<file path="src/rtl/spe_pkg.sv">
// ----------------------------------------------------------------------------
// spe_pkg
// Shared types and constants for the shared power-enable reference counter.
// ----------------------------------------------------------------------------
package spe_pkg;

	// Slot table geometry
	localparam int PINS    = 48;
	localparam int IDX_W   = (PINS > 1) ? $clog2(PINS) : 1;
	localparam int PIN_W   = 8;
	localparam int CNT_W   = 8;
	localparam int STAMP_W = 32;
	localparam int ENTRY_W = CNT_W + STAMP_W;
	localparam int LEVEL_W = 48;

	localparam logic [CNT_W-1:0] CNT_MAX = '1;

	// Request kinds
	typedef enum logic [2:0] {
		REQ_REGISTER = 3'd0,
		REQ_ACQUIRE  = 3'd1,
		REQ_RELEASE  = 3'd2,
		REQ_QUERY    = 3'd3,
		REQ_CLEAR    = 3'd4
	} req_kind_t;

	// Status codes
	localparam logic STATUS_OK      = 1'b0;
	localparam logic STATUS_BAD_PIN = 1'b1;

	// One slot entry as stored in the table memory
	typedef struct packed {
		logic [CNT_W-1:0]   cnt;
		logic [STAMP_W-1:0] stamp;
	} slot_entry_t;

	// Per-pin flag vectors kept in flops
	typedef struct packed {
		logic [PINS-1:0] pol;
		logic [PINS-1:0] regd;
		logic [PINS-1:0] on;
		logic [PINS-1:0] drv;
	} slot_vec_t;

	// Table write-back control from the update logic
	typedef struct packed {
		logic        wr_en;
		logic        clear;
		slot_entry_t entry;
	} slot_upd_t;

endpackage

</file>
<file path="src/rtl/spe_ram.sv">
// ----------------------------------------------------------------------------
// spe_ram
// Generic single-write, single-read synchronous RAM with registered read.
// ----------------------------------------------------------------------------
module spe_ram #(
	parameter int WIDTH = 8,
	parameter int DEPTH = 16,
	parameter int ADDR_W = (DEPTH > 1) ? $clog2(DEPTH) : 1
) (
	input  logic              clk,
	input  logic              wr_en,
	input  logic [ADDR_W-1:0] wr_addr,
	input  logic [WIDTH-1:0]  wr_data,
	input  logic              rd_en,
	input  logic [ADDR_W-1:0] rd_addr,
	output logic [WIDTH-1:0]  rd_data
);

	logic [WIDTH-1:0] mem [DEPTH];

	// Write port
	always_ff @(posedge clk) begin
		if (wr_en) begin
			mem[wr_addr] <= wr_data;
		end
	end

	// Registered read port; data holds while rd_en is low
	always_ff @(posedge clk) begin
		if (rd_en) begin
			rd_data <= mem[rd_addr];
		end
	end

endmodule

</file>
<file path="src/rtl/spe_update.sv">
// ----------------------------------------------------------------------------
// spe_update
// Modify step of the read-modify-write: applies one request word to the
// slot entry read from the table and to the per-pin flag vectors.
// ----------------------------------------------------------------------------
module spe_update (
	input  spe_pkg::req_kind_t            kind,
	input  logic                          pin_ok,
	input  logic [spe_pkg::IDX_W-1:0]     idx,
	input  logic                          low,
	input  logic [spe_pkg::STAMP_W-1:0]   now_ms,
	input  spe_pkg::slot_entry_t          entry,
	input  spe_pkg::slot_vec_t            vec,
	output spe_pkg::slot_vec_t            vec_nxt,
	output spe_pkg::slot_upd_t            upd,
	output logic                          status,
	output logic [spe_pkg::STAMP_W-1:0]   on_time
);

	import spe_pkg::*;

	logic [PINS-1:0] held;
	logic            pin_kind;

	assign held     = vec.regd & vec.on;
	assign pin_kind = (kind == REQ_REGISTER) || (kind == REQ_ACQUIRE) ||
	                  (kind == REQ_RELEASE)  || (kind == REQ_QUERY);

	// Request decode and state update
	always_comb begin
		vec_nxt   = vec;
		upd.wr_en = 1'b0;
		upd.clear = 1'b0;
		upd.entry = entry;
		status    = STATUS_OK;
		on_time   = '0;
		if (pin_kind && !pin_ok) begin
			status = STATUS_BAD_PIN;
		end else begin
			case (kind)
				REQ_REGISTER: begin
					vec_nxt.pol[idx] = low;
					// first registration parks the pin inactive
					if (!vec.regd[idx]) begin
						vec_nxt.drv[idx]  = low;
						vec_nxt.on[idx]   = 1'b0;
						vec_nxt.regd[idx] = 1'b1;
						upd.entry.cnt     = '0;
						upd.wr_en         = 1'b1;
					end
				end
				REQ_ACQUIRE: begin
					upd.wr_en = 1'b1;
					if (entry.cnt == '0) begin
						vec_nxt.drv[idx] = ~vec.pol[idx];
						vec_nxt.on[idx]  = 1'b1;
						upd.entry.stamp  = now_ms;
					end
					if (entry.cnt != CNT_MAX) begin
						upd.entry.cnt = entry.cnt + CNT_W'(1);
					end
				end
				REQ_RELEASE: begin
					// release at zero count is ignored
					if (entry.cnt != '0) begin
						upd.wr_en     = 1'b1;
						upd.entry.cnt = entry.cnt - CNT_W'(1);
						if (entry.cnt == CNT_W'(1)) begin
							vec_nxt.drv[idx] = vec.pol[idx];
							vec_nxt.on[idx]  = 1'b0;
						end
					end
				end
				REQ_QUERY: begin
					on_time = entry.stamp;
				end
				REQ_CLEAR: begin
					// held, registered pins go to their inactive level
					vec_nxt.drv  = (vec.drv & ~held) | (held & vec.pol);
					vec_nxt.pol  = '0;
					vec_nxt.regd = '0;
					vec_nxt.on   = '0;
					upd.clear    = 1'b1;
				end
				default: begin
				end
			endcase
		end
	end

endmodule

</file>
<file path="src/rtl/shared_power_enable_refcount.sv">
// ----------------------------------------------------------------------------
// shared_power_enable_refcount
// Reference-counted power enables for a table of shared pins.
// ----------------------------------------------------------------------------
// Usage:
//   Request words enter on req_valid/req_stall with req_type, pin,
//   on_low and now_ms. Each request gives exactly one response word on
//   rsp_valid/rsp_stall: status, on_time and the pin level and on-state
//   vectors as they stand after the request.
//   Hold counts and on-time stamps live in one 48-entry table RAM with a
//   registered read; each request is a read at acceptance and a write-back
//   in its modify cycle. Polarity, registration, on and level flags
//   sit in flops, and each table entry has a valid flop so unwritten or
//   cleared entries read as zero; clear-all therefore needs no table pass.
//   The response word passes the table read, the modify stage and the
//   output register; a new request is taken only once the one before
//   has left the modify stage, so table read-modify-writes never overlap.
//   req_stall is high while a request is in its modify cycle; the next
//   request is taken while a response still waits in the output register.
//   A stalled response holds, and the request in flight waits behind it.
//   Reset clears every flag, all entry valid bits and both valid stages;
//   no clearing pass follows, so requests are taken right after reset.
// ----------------------------------------------------------------------------
module shared_power_enable_refcount (
	input  logic                          clk,
	input  logic                          arst_n,
	// request channel
	input  logic                          req_valid,
	output logic                          req_stall,
	input  logic [2:0]                    req_type,
	input  logic signed [spe_pkg::PIN_W-1:0] pin,
	input  logic                          on_low,
	input  logic [spe_pkg::STAMP_W-1:0]   now_ms,
	// response channel
	output logic                          rsp_valid,
	input  logic                          rsp_stall,
	output logic                          status,
	output logic [spe_pkg::STAMP_W-1:0]   on_time,
	output logic [spe_pkg::LEVEL_W-1:0]   pin_levels,
	output logic [spe_pkg::LEVEL_W-1:0]   power_on_mask
);

	import spe_pkg::*;

	// input decode
	logic              req_acc;
	logic              pin_ok_in;
	logic [IDX_W-1:0]  idx_in;

	// modify stage
	logic              valid_s1;
	req_kind_t         kind_s1;
	logic              pin_ok_s1;
	logic [IDX_W-1:0]  idx_s1;
	logic              low_s1;
	logic [STAMP_W-1:0] now_s1;
	logic              hit_s1;
	logic              fire;

	// table and flags
	logic [ENTRY_W-1:0] ram_rdata;
	slot_entry_t       entry_eff;
	logic [PINS-1:0]   entry_valid_q;
	slot_vec_t         vec_q;
	slot_vec_t         vec_nxt;
	slot_upd_t         upd;
	logic              status_nxt;
	logic [STAMP_W-1:0] on_time_nxt;

	// response register
	logic              rsp_valid_q;
	logic              status_q;
	logic [STAMP_W-1:0] on_time_q;
	logic [LEVEL_W-1:0] levels_q;
	logic [LEVEL_W-1:0] mask_q;

	// Input acceptance; one request in flight at a time
	assign req_stall = valid_s1;
	assign req_acc   = req_valid && !valid_s1;
	assign pin_ok_in = $unsigned(pin) < PIN_W'(PINS);
	assign idx_in    = pin_ok_in ? IDX_W'($unsigned(pin)) : '0;

	// Modify stage advances when the response register is free
	assign fire = valid_s1 && (!rsp_valid_q || !rsp_stall);

	// Table memory: count and on-time stamp per slot
	spe_ram #(
		.WIDTH (ENTRY_W),
		.DEPTH (PINS)
	) u_table (
		.clk     (clk),
		.wr_en   (fire && upd.wr_en),
		.wr_addr (idx_s1),
		.wr_data (upd.entry),
		.rd_en   (req_acc),
		.rd_addr (idx_in),
		.rd_data (ram_rdata)
	);

	// Entries never written since reset or clear read as zero
	assign entry_eff = hit_s1 ? slot_entry_t'(ram_rdata) : '0;

	spe_update u_update (
		.kind    (kind_s1),
		.pin_ok  (pin_ok_s1),
		.idx     (idx_s1),
		.low     (low_s1),
		.now_ms  (now_s1),
		.entry   (entry_eff),
		.vec     (vec_q),
		.vec_nxt (vec_nxt),
		.upd     (upd),
		.status  (status_nxt),
		.on_time (on_time_nxt)
	);

	// Stage 1 control
	always_ff @(posedge clk or negedge arst_n) begin
		if (!arst_n) begin
			valid_s1 <= 1'b0;
		end else if (req_acc) begin
			valid_s1 <= 1'b1;
		end else if (fire) begin
			valid_s1 <= 1'b0;
		end
	end

	// Stage 1 payload, captured with the table read
	always_ff @(posedge clk) begin
		if (req_acc) begin
			kind_s1   <= req_kind_t'(req_type);
			pin_ok_s1 <= pin_ok_in;
			idx_s1    <= idx_in;
			low_s1    <= on_low;
			now_s1    <= now_ms;
			hit_s1    <= entry_valid_q[idx_in];
		end
	end

	// Flag vectors and entry valid bits
	always_ff @(posedge clk or negedge arst_n) begin
		if (!arst_n) begin
			vec_q         <= '0;
			entry_valid_q <= '0;
		end else if (fire) begin
			vec_q <= vec_nxt;
			if (upd.clear) begin
				entry_valid_q <= '0;
			end else if (upd.wr_en) begin
				entry_valid_q[idx_s1] <= 1'b1;
			end
		end
	end

	// Response register control
	always_ff @(posedge clk or negedge arst_n) begin
		if (!arst_n) begin
			rsp_valid_q <= 1'b0;
		end else if (fire) begin
			rsp_valid_q <= 1'b1;
		end else if (!rsp_stall) begin
			rsp_valid_q <= 1'b0;
		end
	end

	// Response payload
	always_ff @(posedge clk) begin
		if (fire) begin
			status_q  <= status_nxt;
			on_time_q <= on_time_nxt;
			levels_q  <= LEVEL_W'(vec_nxt.drv);
			mask_q    <= LEVEL_W'(vec_nxt.on);
		end
	end

	assign rsp_valid     = rsp_valid_q;
	assign status        = status_q;
	assign on_time       = on_time_q;
	assign pin_levels    = levels_q;
	assign power_on_mask = mask_q;

	// A slot is only on if its table entry has been written
	a_on_has_entry: assert property (@(posedge clk) disable iff (!arst_n)
		(vec_q.on & ~entry_valid_q) == '0)
		else $error("slot on without a valid table entry");

	// Clear-all wipes every flag except the driven levels
	a_clear_wipes: assert property (@(posedge clk) disable iff (!arst_n)
		(fire && kind_s1 == REQ_CLEAR) |=>
		(vec_q.on == '0 && vec_q.regd == '0 && vec_q.pol == '0 &&
		 entry_valid_q == '0))
		else $error("clear left state behind");

	// A rejected pin changes no flag
	a_bad_pin_stable: assert property (@(posedge clk) disable iff (!arst_n)
		(fire && status_nxt == STATUS_BAD_PIN) |=>
		($stable(vec_q) && $stable(entry_valid_q)))
		else $error("rejected request changed state");

	// A response appears only after a modify cycle
	a_rsp_after_fire: assert property (@(posedge clk) disable iff (!arst_n)
		$rose(rsp_valid) |-> $past(fire))
		else $error("response without a request");

endmodule
</file>
<file path="config.mk">
export PLATFORM = sky130hd
export DESIGN_NAME = shared_power_enable_refcount
export DESIGN_NICKNAME = d
export VERILOG_FILES = /design/src/rtl/spe_pkg.sv /design/src/rtl/spe_ram.sv /design/src/rtl/spe_update.sv /design/src/rtl/shared_power_enable_refcount.sv
export SDC_FILE = /design/constraint.sdc
export NUM_CORES = 2
export LEC_CHECK = 0
export ABC_AREA = 0
export BUFFER_PORTS_ARGS = -buffer_cell sky130_fd_sc_hd__clkbuf_2
export CAP_MARGIN = 20
export CORE_MARGIN = 3
export CORE_UTILIZATION = 57
export DETAILED_ROUTE_END_ITERATION = 10
export PLACE_DENSITY = 0.76
export SETUP_SLACK_MARGIN = 0.2
export SLEW_MARGIN = 20
export SYNTH_ARGS = -nofsm -noshare
export SYNTH_HDL_FRONTEND = slang
export SYNTH_SLANG_ARGS = --single-unit
export TNS_END_PERCENT = 20
</file>
<file path="constraint.sdc">
create_clock -name clk -period 5.8 [get_ports clk]
set_input_delay 0.58 -clock clk [delete_from_list [all_inputs] [get_ports clk]]
set_output_delay 0.58 -clock clk [all_outputs]
set_load 0.02 [all_outputs]
</file>
[Word level (Yosys, flattened, before mapping)]
Memories as Yosys holds them, arrays and structs flattened. A register that Yosys moved wholly into a read port is not among the register bits.
Cells that the tools add are included.
Cells by class
  $add $sub $neg: 2
  order comparisons: 4
  equality and inequality tests: 8
  muxes and demuxes: 41
  bitwise operators: 13
  reduce and logical (&&, ||, !) cells: 23
Operators with widths (number)
  2-to-1 mux 96 bit: 4
  one-hot mux 96 bit (4 select lines): 1
  bitwise AND 48 bit: 4
  bitwise mux 48 bit: 4
  OR 48 bit: 4
  one-hot mux 96 bit (2 select lines): 1
  2-to-1 mux 144 bit: 1
  2-to-1 mux 48 bit: 2
  inverter 48 bit: 2
  2-to-1 mux 32 bit: 2
  2-to-1 mux 42 bit: 1
  2-to-1 mux 40 bit: 1
  2-to-1 mux 8 bit: 3
  one-hot mux 8 bit (3 select lines): 1
  binary-select mux 1 bit (select 6 bit): 3
  < comparator 6 x 7 -> 1 bit (second input constant): 2
  2-to-1 mux 1 bit: 14
  adder 8 x 1 -> 8 bit (second input constant): 1
  == test 8 x 1 -> 1 bit (second input constant): 1
  logical NOT 8 bit: 1
  < comparator 8 x 6 -> 1 bit (second input constant): 1
  inequality test 8 bit (second input constant): 1
  nonzero test 8 bit: 1
  subtractor 8 x 1 -> 8 bit (second input constant): 1
  19 further kinds: 34
Storage, ports and cells
  register bits after elaboration: 415
  memory bits (writable): 1920
  input bits: 48
  memories: 1
Memories
  u_table.mem: depth 48, bits a word 40, rd ports 1, clocked after Yosys merged registers in 1, wr ports 1, RTL line spe_ram.sv:19  | logic [WIDTH-1:0] mem [DEPTH];

[Depth between registers and ports, before layout]
  depth in word-level cells: 10
  gate-level depth with buffers: 14
  depth with buffers taken out: 10

[Cells and area by module]
Synthesis repeated with hierarchy kept, for this count alone.
Unflattened totals
  cells, all modules: 6134
  area total of the unflattened synthesis: 99673.1 µm²
Modules (own cells, without submodules)
  spe_ram: times used 1, cells each 3621, area each 75504.9 µm², sequential area each 58856.4 µm²
  shared_power_enable_refcount: times used 1, cells each 891, area each 15189.6 µm², sequential area each 11250.8 µm²
  spe_update: times used 1, cells each 1622, area each 8978.6 µm², sequential area each 0.0 µm²

[Worst setup path after synthesis]
Ideal clock, no wire load.
  path type: input port to flip-flop
  start: in rsp_stall
  end: reg vec_q[95] in the netlist's numbering
  setup time: 0.124 ns
  data arrival time: 5.500 ns
  required time: 5.676 ns
  slack: 0.176 ns
  cell stages on the path: 7
  path buffers: 2
  cells stage by stage: nand2_1 -> nand2_1 -> inv_1 -> clkbuf_1 -> clkbuf_1 -> o211ai_1 -> a22o_1
Between the ends
  word-level cells in the longest chain between the ends: 3
Ends and longest elaborated chain
  start, declared: RTL line shared_power_enable_refcount.sv:36  | input logic rsp_stall,
  logical NOT 1 bit
  logical OR 1 bit: RTL line shared_power_enable_refcount.sv:84  | assign fire = valid_s1 && (!rsp_valid_q || !rsp_stall);
  logical AND 1 bit: RTL line shared_power_enable_refcount.sv:84
  net fire: RTL line shared_power_enable_refcount.sv:58  | logic fire;
  end signal, assigned: RTL line shared_power_enable_refcount.sv:146  | vec_q <= vec_nxt;
  end, declared: RTL line shared_power_enable_refcount.sv:64  | slot_vec_t vec_q;
The timed path passes the listed nets, and every way through them passes these cells.
A chain may end at the register's enable or synchronous reset.

[Worst setup path after layout]
  start: reg idx_s1[1]
  end: mem u_table.mem[4][39] in the netlist's numbering (data pin)
Between the ends
  word-level cells in the longest chain between the ends: 5
Ends and longest elaborated chain
  start, declared: RTL line shared_power_enable_refcount.sv:54  | logic [IDX_W-1:0] idx_s1;
  start signal, assigned: RTL line shared_power_enable_refcount.sv:133  | idx_s1 <= idx_in;
  binary-select mux 1 bit (select 6 bit): RTL line spe_update.sv:44  | if (!vec.regd[idx]) begin
  2-to-1 mux 1 bit (not written as such): RTL line spe_update.sv:44
  2-to-1 mux 8 bit: RTL line spe_update.sv:44
  one-hot mux 8 bit (3 select lines): RTL line spe_update.sv:40  | case (kind)
  2-to-1 mux 42 bit: RTL line spe_update.sv:37  | if (pin_kind && !pin_ok) begin
  net u_table.wr_data[39]: RTL line spe_ram.sv:13  | input logic [WIDTH-1:0] wr_data,
  end, declared: RTL line spe_ram.sv:19
The timed path passes the listed nets, and every way through them passes these cells. The select of a mux whose other input is x is not followed.

==> impl_results.md <==
- CP Class: reg -> reg
- Top post-synthesis cells by count: edfxtp_1, nand2_1, clkbuf_1
- Number of H-tree levels: 4
- Clock transition at path regs: around 60 ps
- Pre-CTS setup slack: roughly 850 ps
- RSZ-0062 raised after global routing: no
- TNS Setup: 0 ps
- Die ar.: between 150000 and 200000 µm²
- CTS tree: built
- Worst Skew: roughly 56 ps
- Worst Slack Setup Final: around 1100 ps
- Slew headroom: 0.199
- Chip width: 424 µm
- Pins Over Slew Limit: 0
- Crit path max-delay family: compound AO/OA/AOI/OAI gates
- Initial core utilization: 0.576
- Diode count: 0
- Post-Synth XOR/XNOR Area: 0.000440
- Layout cells sized above 1: 0.159
- Synth cell types: 86
- Syn Area/Cell: between 10 and 15 µm²
- Max rail drop VDD: approximately 0.00031 V
- Final worst path period share: 0.818
- DRC errors left: 0
- Synth async-reset ratio: 0.102
- FF+latch area: 70100 µm²
- Fin. Hold Viols: 0
- Via density: roughly 7.0
- Synth Flop Type: edfxtp_1
- Synthesized Nets: around 7400
- Seq/Total Area, Yosys: 0.705
- Die Y: approximately 420 µm
- Drt initial violations: 11400
- Area leader, netlist: edfxtp_1
- IO buf count: around 180
- Peak Freq: about 0.21 GHz
- DP HPWL: 180 mm
- Critical Path Sink Type: flip-flop
- Post-synth EDFFs: 2133
- Largest family of logic cells by synthesized area: compound AO/OA/AOI/OAI gates
- TritonCTS Buffers: around 220
- Hold Path Class: in -> async
- Crit path top cell by count: buf_4
- Gr usage total: 0.339
- Post-Syn Area: approximately 99000 µm²
- Post-route ant nets: 0
- Synth Area in Simple Gates: 0.0896
- DRT Pass-1 Iters: 10
- First-pass GRT wire length: ~450 mm
- Crit path max-delay cell type: edfxtp_1
- Worst path cell trace: nor2b_1 -> a22oi_1 -> o211ai_1 -> o211ai_2 -> buf_4 -> a211o_1 -> buf_4 -> a21oi_2 -> o221a_2 -> o22ai_2 -> buf_12
- Clock sinks: between 2000 and 2500
- CP arrival: about 5300 ps
- Status: complete, no violations
- Adder-cell area share of the yosys netlist: 0.000503
- Vias in the first global route: around 67000
- CTS Root Cell: clkbuf_16
- Core Area: around 170000 µm²
- Synth top area cells: edfxtp_1, dfrtp_1, nand2_1
- Slew @ Worst Pin: ~1200 ps
- Initial antenna violation count: 3
- Cell Pwr Density: between 300 and 400 nW/µm²
- Vias: between 60000 and 70000
- Layout Area Growth over Synthesis: 12.7%
- GRT overflow: 0
- CP Launch Type: flip-flop
- Wire per inst: slightly above 30 µm
- Largest net degree at the start of global routing: between 100 and 150
- Nets@finish: 7520
- Crit Path Max Fanout: 32
- Worst R2R Start: idx_s1[1]
- Ys Warns: 0
- Most common cell in the synthesized netlist: edfxtp_1
- Area occupied by multi-input gates: 27700 µm²
- Fin crit period: 4740 ps
- Setup violators final: 0
- CP max stage delay: 960 ps
- Leakage power: just under 0.04 µW
- Compound-Gate Fraction of Synth Area: 0.132
- Worst EP required: 6360 ps
- Clk_lat worst skew: 870 ps
- Origin of the worst setup path: idx_s1[1]
- Yosys reg bits: between 2000 and 2500
- Post-synthesis mux area share: 0.0489
- DRT Wirelength: approximately 310 mm
- Clock buffer depth: 3
- Cells after synthesis: between 7000 and 8000
- I/O pin count: approximately 180
- Max_cap viols: 0
- Site Rows: roughly 150
- Area share of the largest cell type after synthesis: 0.644
- Routability cong.: approximately 0.98
- Crit path buf inv count: 3
- # fillers: approximately 12000
## cells in the final DEF (no fill, tap or decap), types with 216 or more instances in the layout
| cell | instances |
|---|---|
| o21ai_0 | 326 |
| nor2_1 | 280 |
| dfrtp_1 | 242 |
| nand2_1 | 975 |
| mux2_2 | 298 |
| a311oi_1 | 216 |
| a21oi_1 | 437 |
| edfxtp_1 | 2133 |
| nand3_1 | 424 |
| clkbuf_16 | 225 |
## per-layer routing
layer | part of all wire | track usage
met4 | 0.072 | 0.213
met2 | 0.46 | 0.531
met5 | 0.00010 | 0
met3 | 0.11 | 0.0673
met1 | 0.35 | 0.437
## report_power, final
| group | total, µW | leakage, µW | internal, µW | switching [µW] |
|---|---|---|---|---|
| clock | 14400 | 0.00348 | 7940 | 6420 |
| sequential | 20800 | 0.0227 | 20200 | 600 |
| combinational | 5910 | 0.0122 | 1500 | 4400 |
| total | 41100 | 0.0384 | 29600 | 11400 |
## logic make-up (layout without fill, tap and decap cells)
group	after synthesis	count (layout)
flip-flops	2375	2375
AND/OR/NAND/NOR	2031	2031
AO/OA/AOI/OAI	1896	1896
buffers and inverters	586	906
multiplexers	441	441
XOR/XNOR	5	5
adder cells (fa/ha/maj)	4	4
## area by class of cell
| cell class | instances | share of cell area |
|---|---|---|
| clock inverter | 139 | 0.0112 |
| inverter | 14 | 0.000804 |
| tap | 2310 | 0.0258 |
| sequential | 2375 | 0.626 |
| timing repair buffer | 478 | 0.0365 |
| multi-input combinational | 4377 | 0.248 |
| clock buffer | 275 | 0.0524 |
## worst reg2reg max path, cell delays in order, from the launching register on
cell	delay, ps
edfxtp_1	960
nor2b_1	850
a22oi_1	220
o211ai_1	170
o211ai_2	200
buf_4	280
a211o_1	290
buf_4	200
a21oi_2	440
o221a_2	300
o22ai_2	260
buf_12	300
## stage by stage
stage	hold WS [ps]	util	area, µm²	std cells	power (µW)
after floorplan	284	-	99400	7338	24400
after global placement	466	0.606	105000	9515	26700
after detailed placement	480	0.606	105000	9515	26800
after CTS	244	0.650	112000	9968	40900
after global routing	277	0.650	112000	9968	42200
final	264	0.650	112000	9968	41100
## state kept, by name, indices dropped and copies added, names as in the netlist
| signal | cells |
|---|---|
| power_on_mask | 48 |
| hit_s1 | 1 |
| kind_s1 | 3 |
| u_table.rd_data | 40 |
| on_time | 32 |
| now_s1 | 32 |
| pin_ok_s1 | 1 |
| entry_valid_q | 48 |
| low_s1 | 1 |
| idx_s1 | 6 |
| vec_q | 192 |
| status | 1 |
| u_table.mem | 1920 |
| rsp_valid | 1 |
| pin_levels | 48 |
| req_stall | 1 |
## what timing repair did
action | in CTS | in global routing
buffers inserted | 0 | 0
resized for setup | 0 | 0
hold buffers | 39 | 0
endpoints found under the hold margin | 87 | 0
## path summary, 6_finish.rpt
kind,end,slack [ps],cells past startpoint
worst max-delay path,u_table.mem[4][39],1060,11
worst min-delay path,vec_q[42],260,2
worst max register to register,u_table.mem[4][39],1060,11
worst min register to register,entry_valid_q[44],490,1
max in group asynchronous,vec_q[120],4040,3
min in group clk,now_s1[24],440,2
No activity file was read; power rests on OpenSTA's default activity.
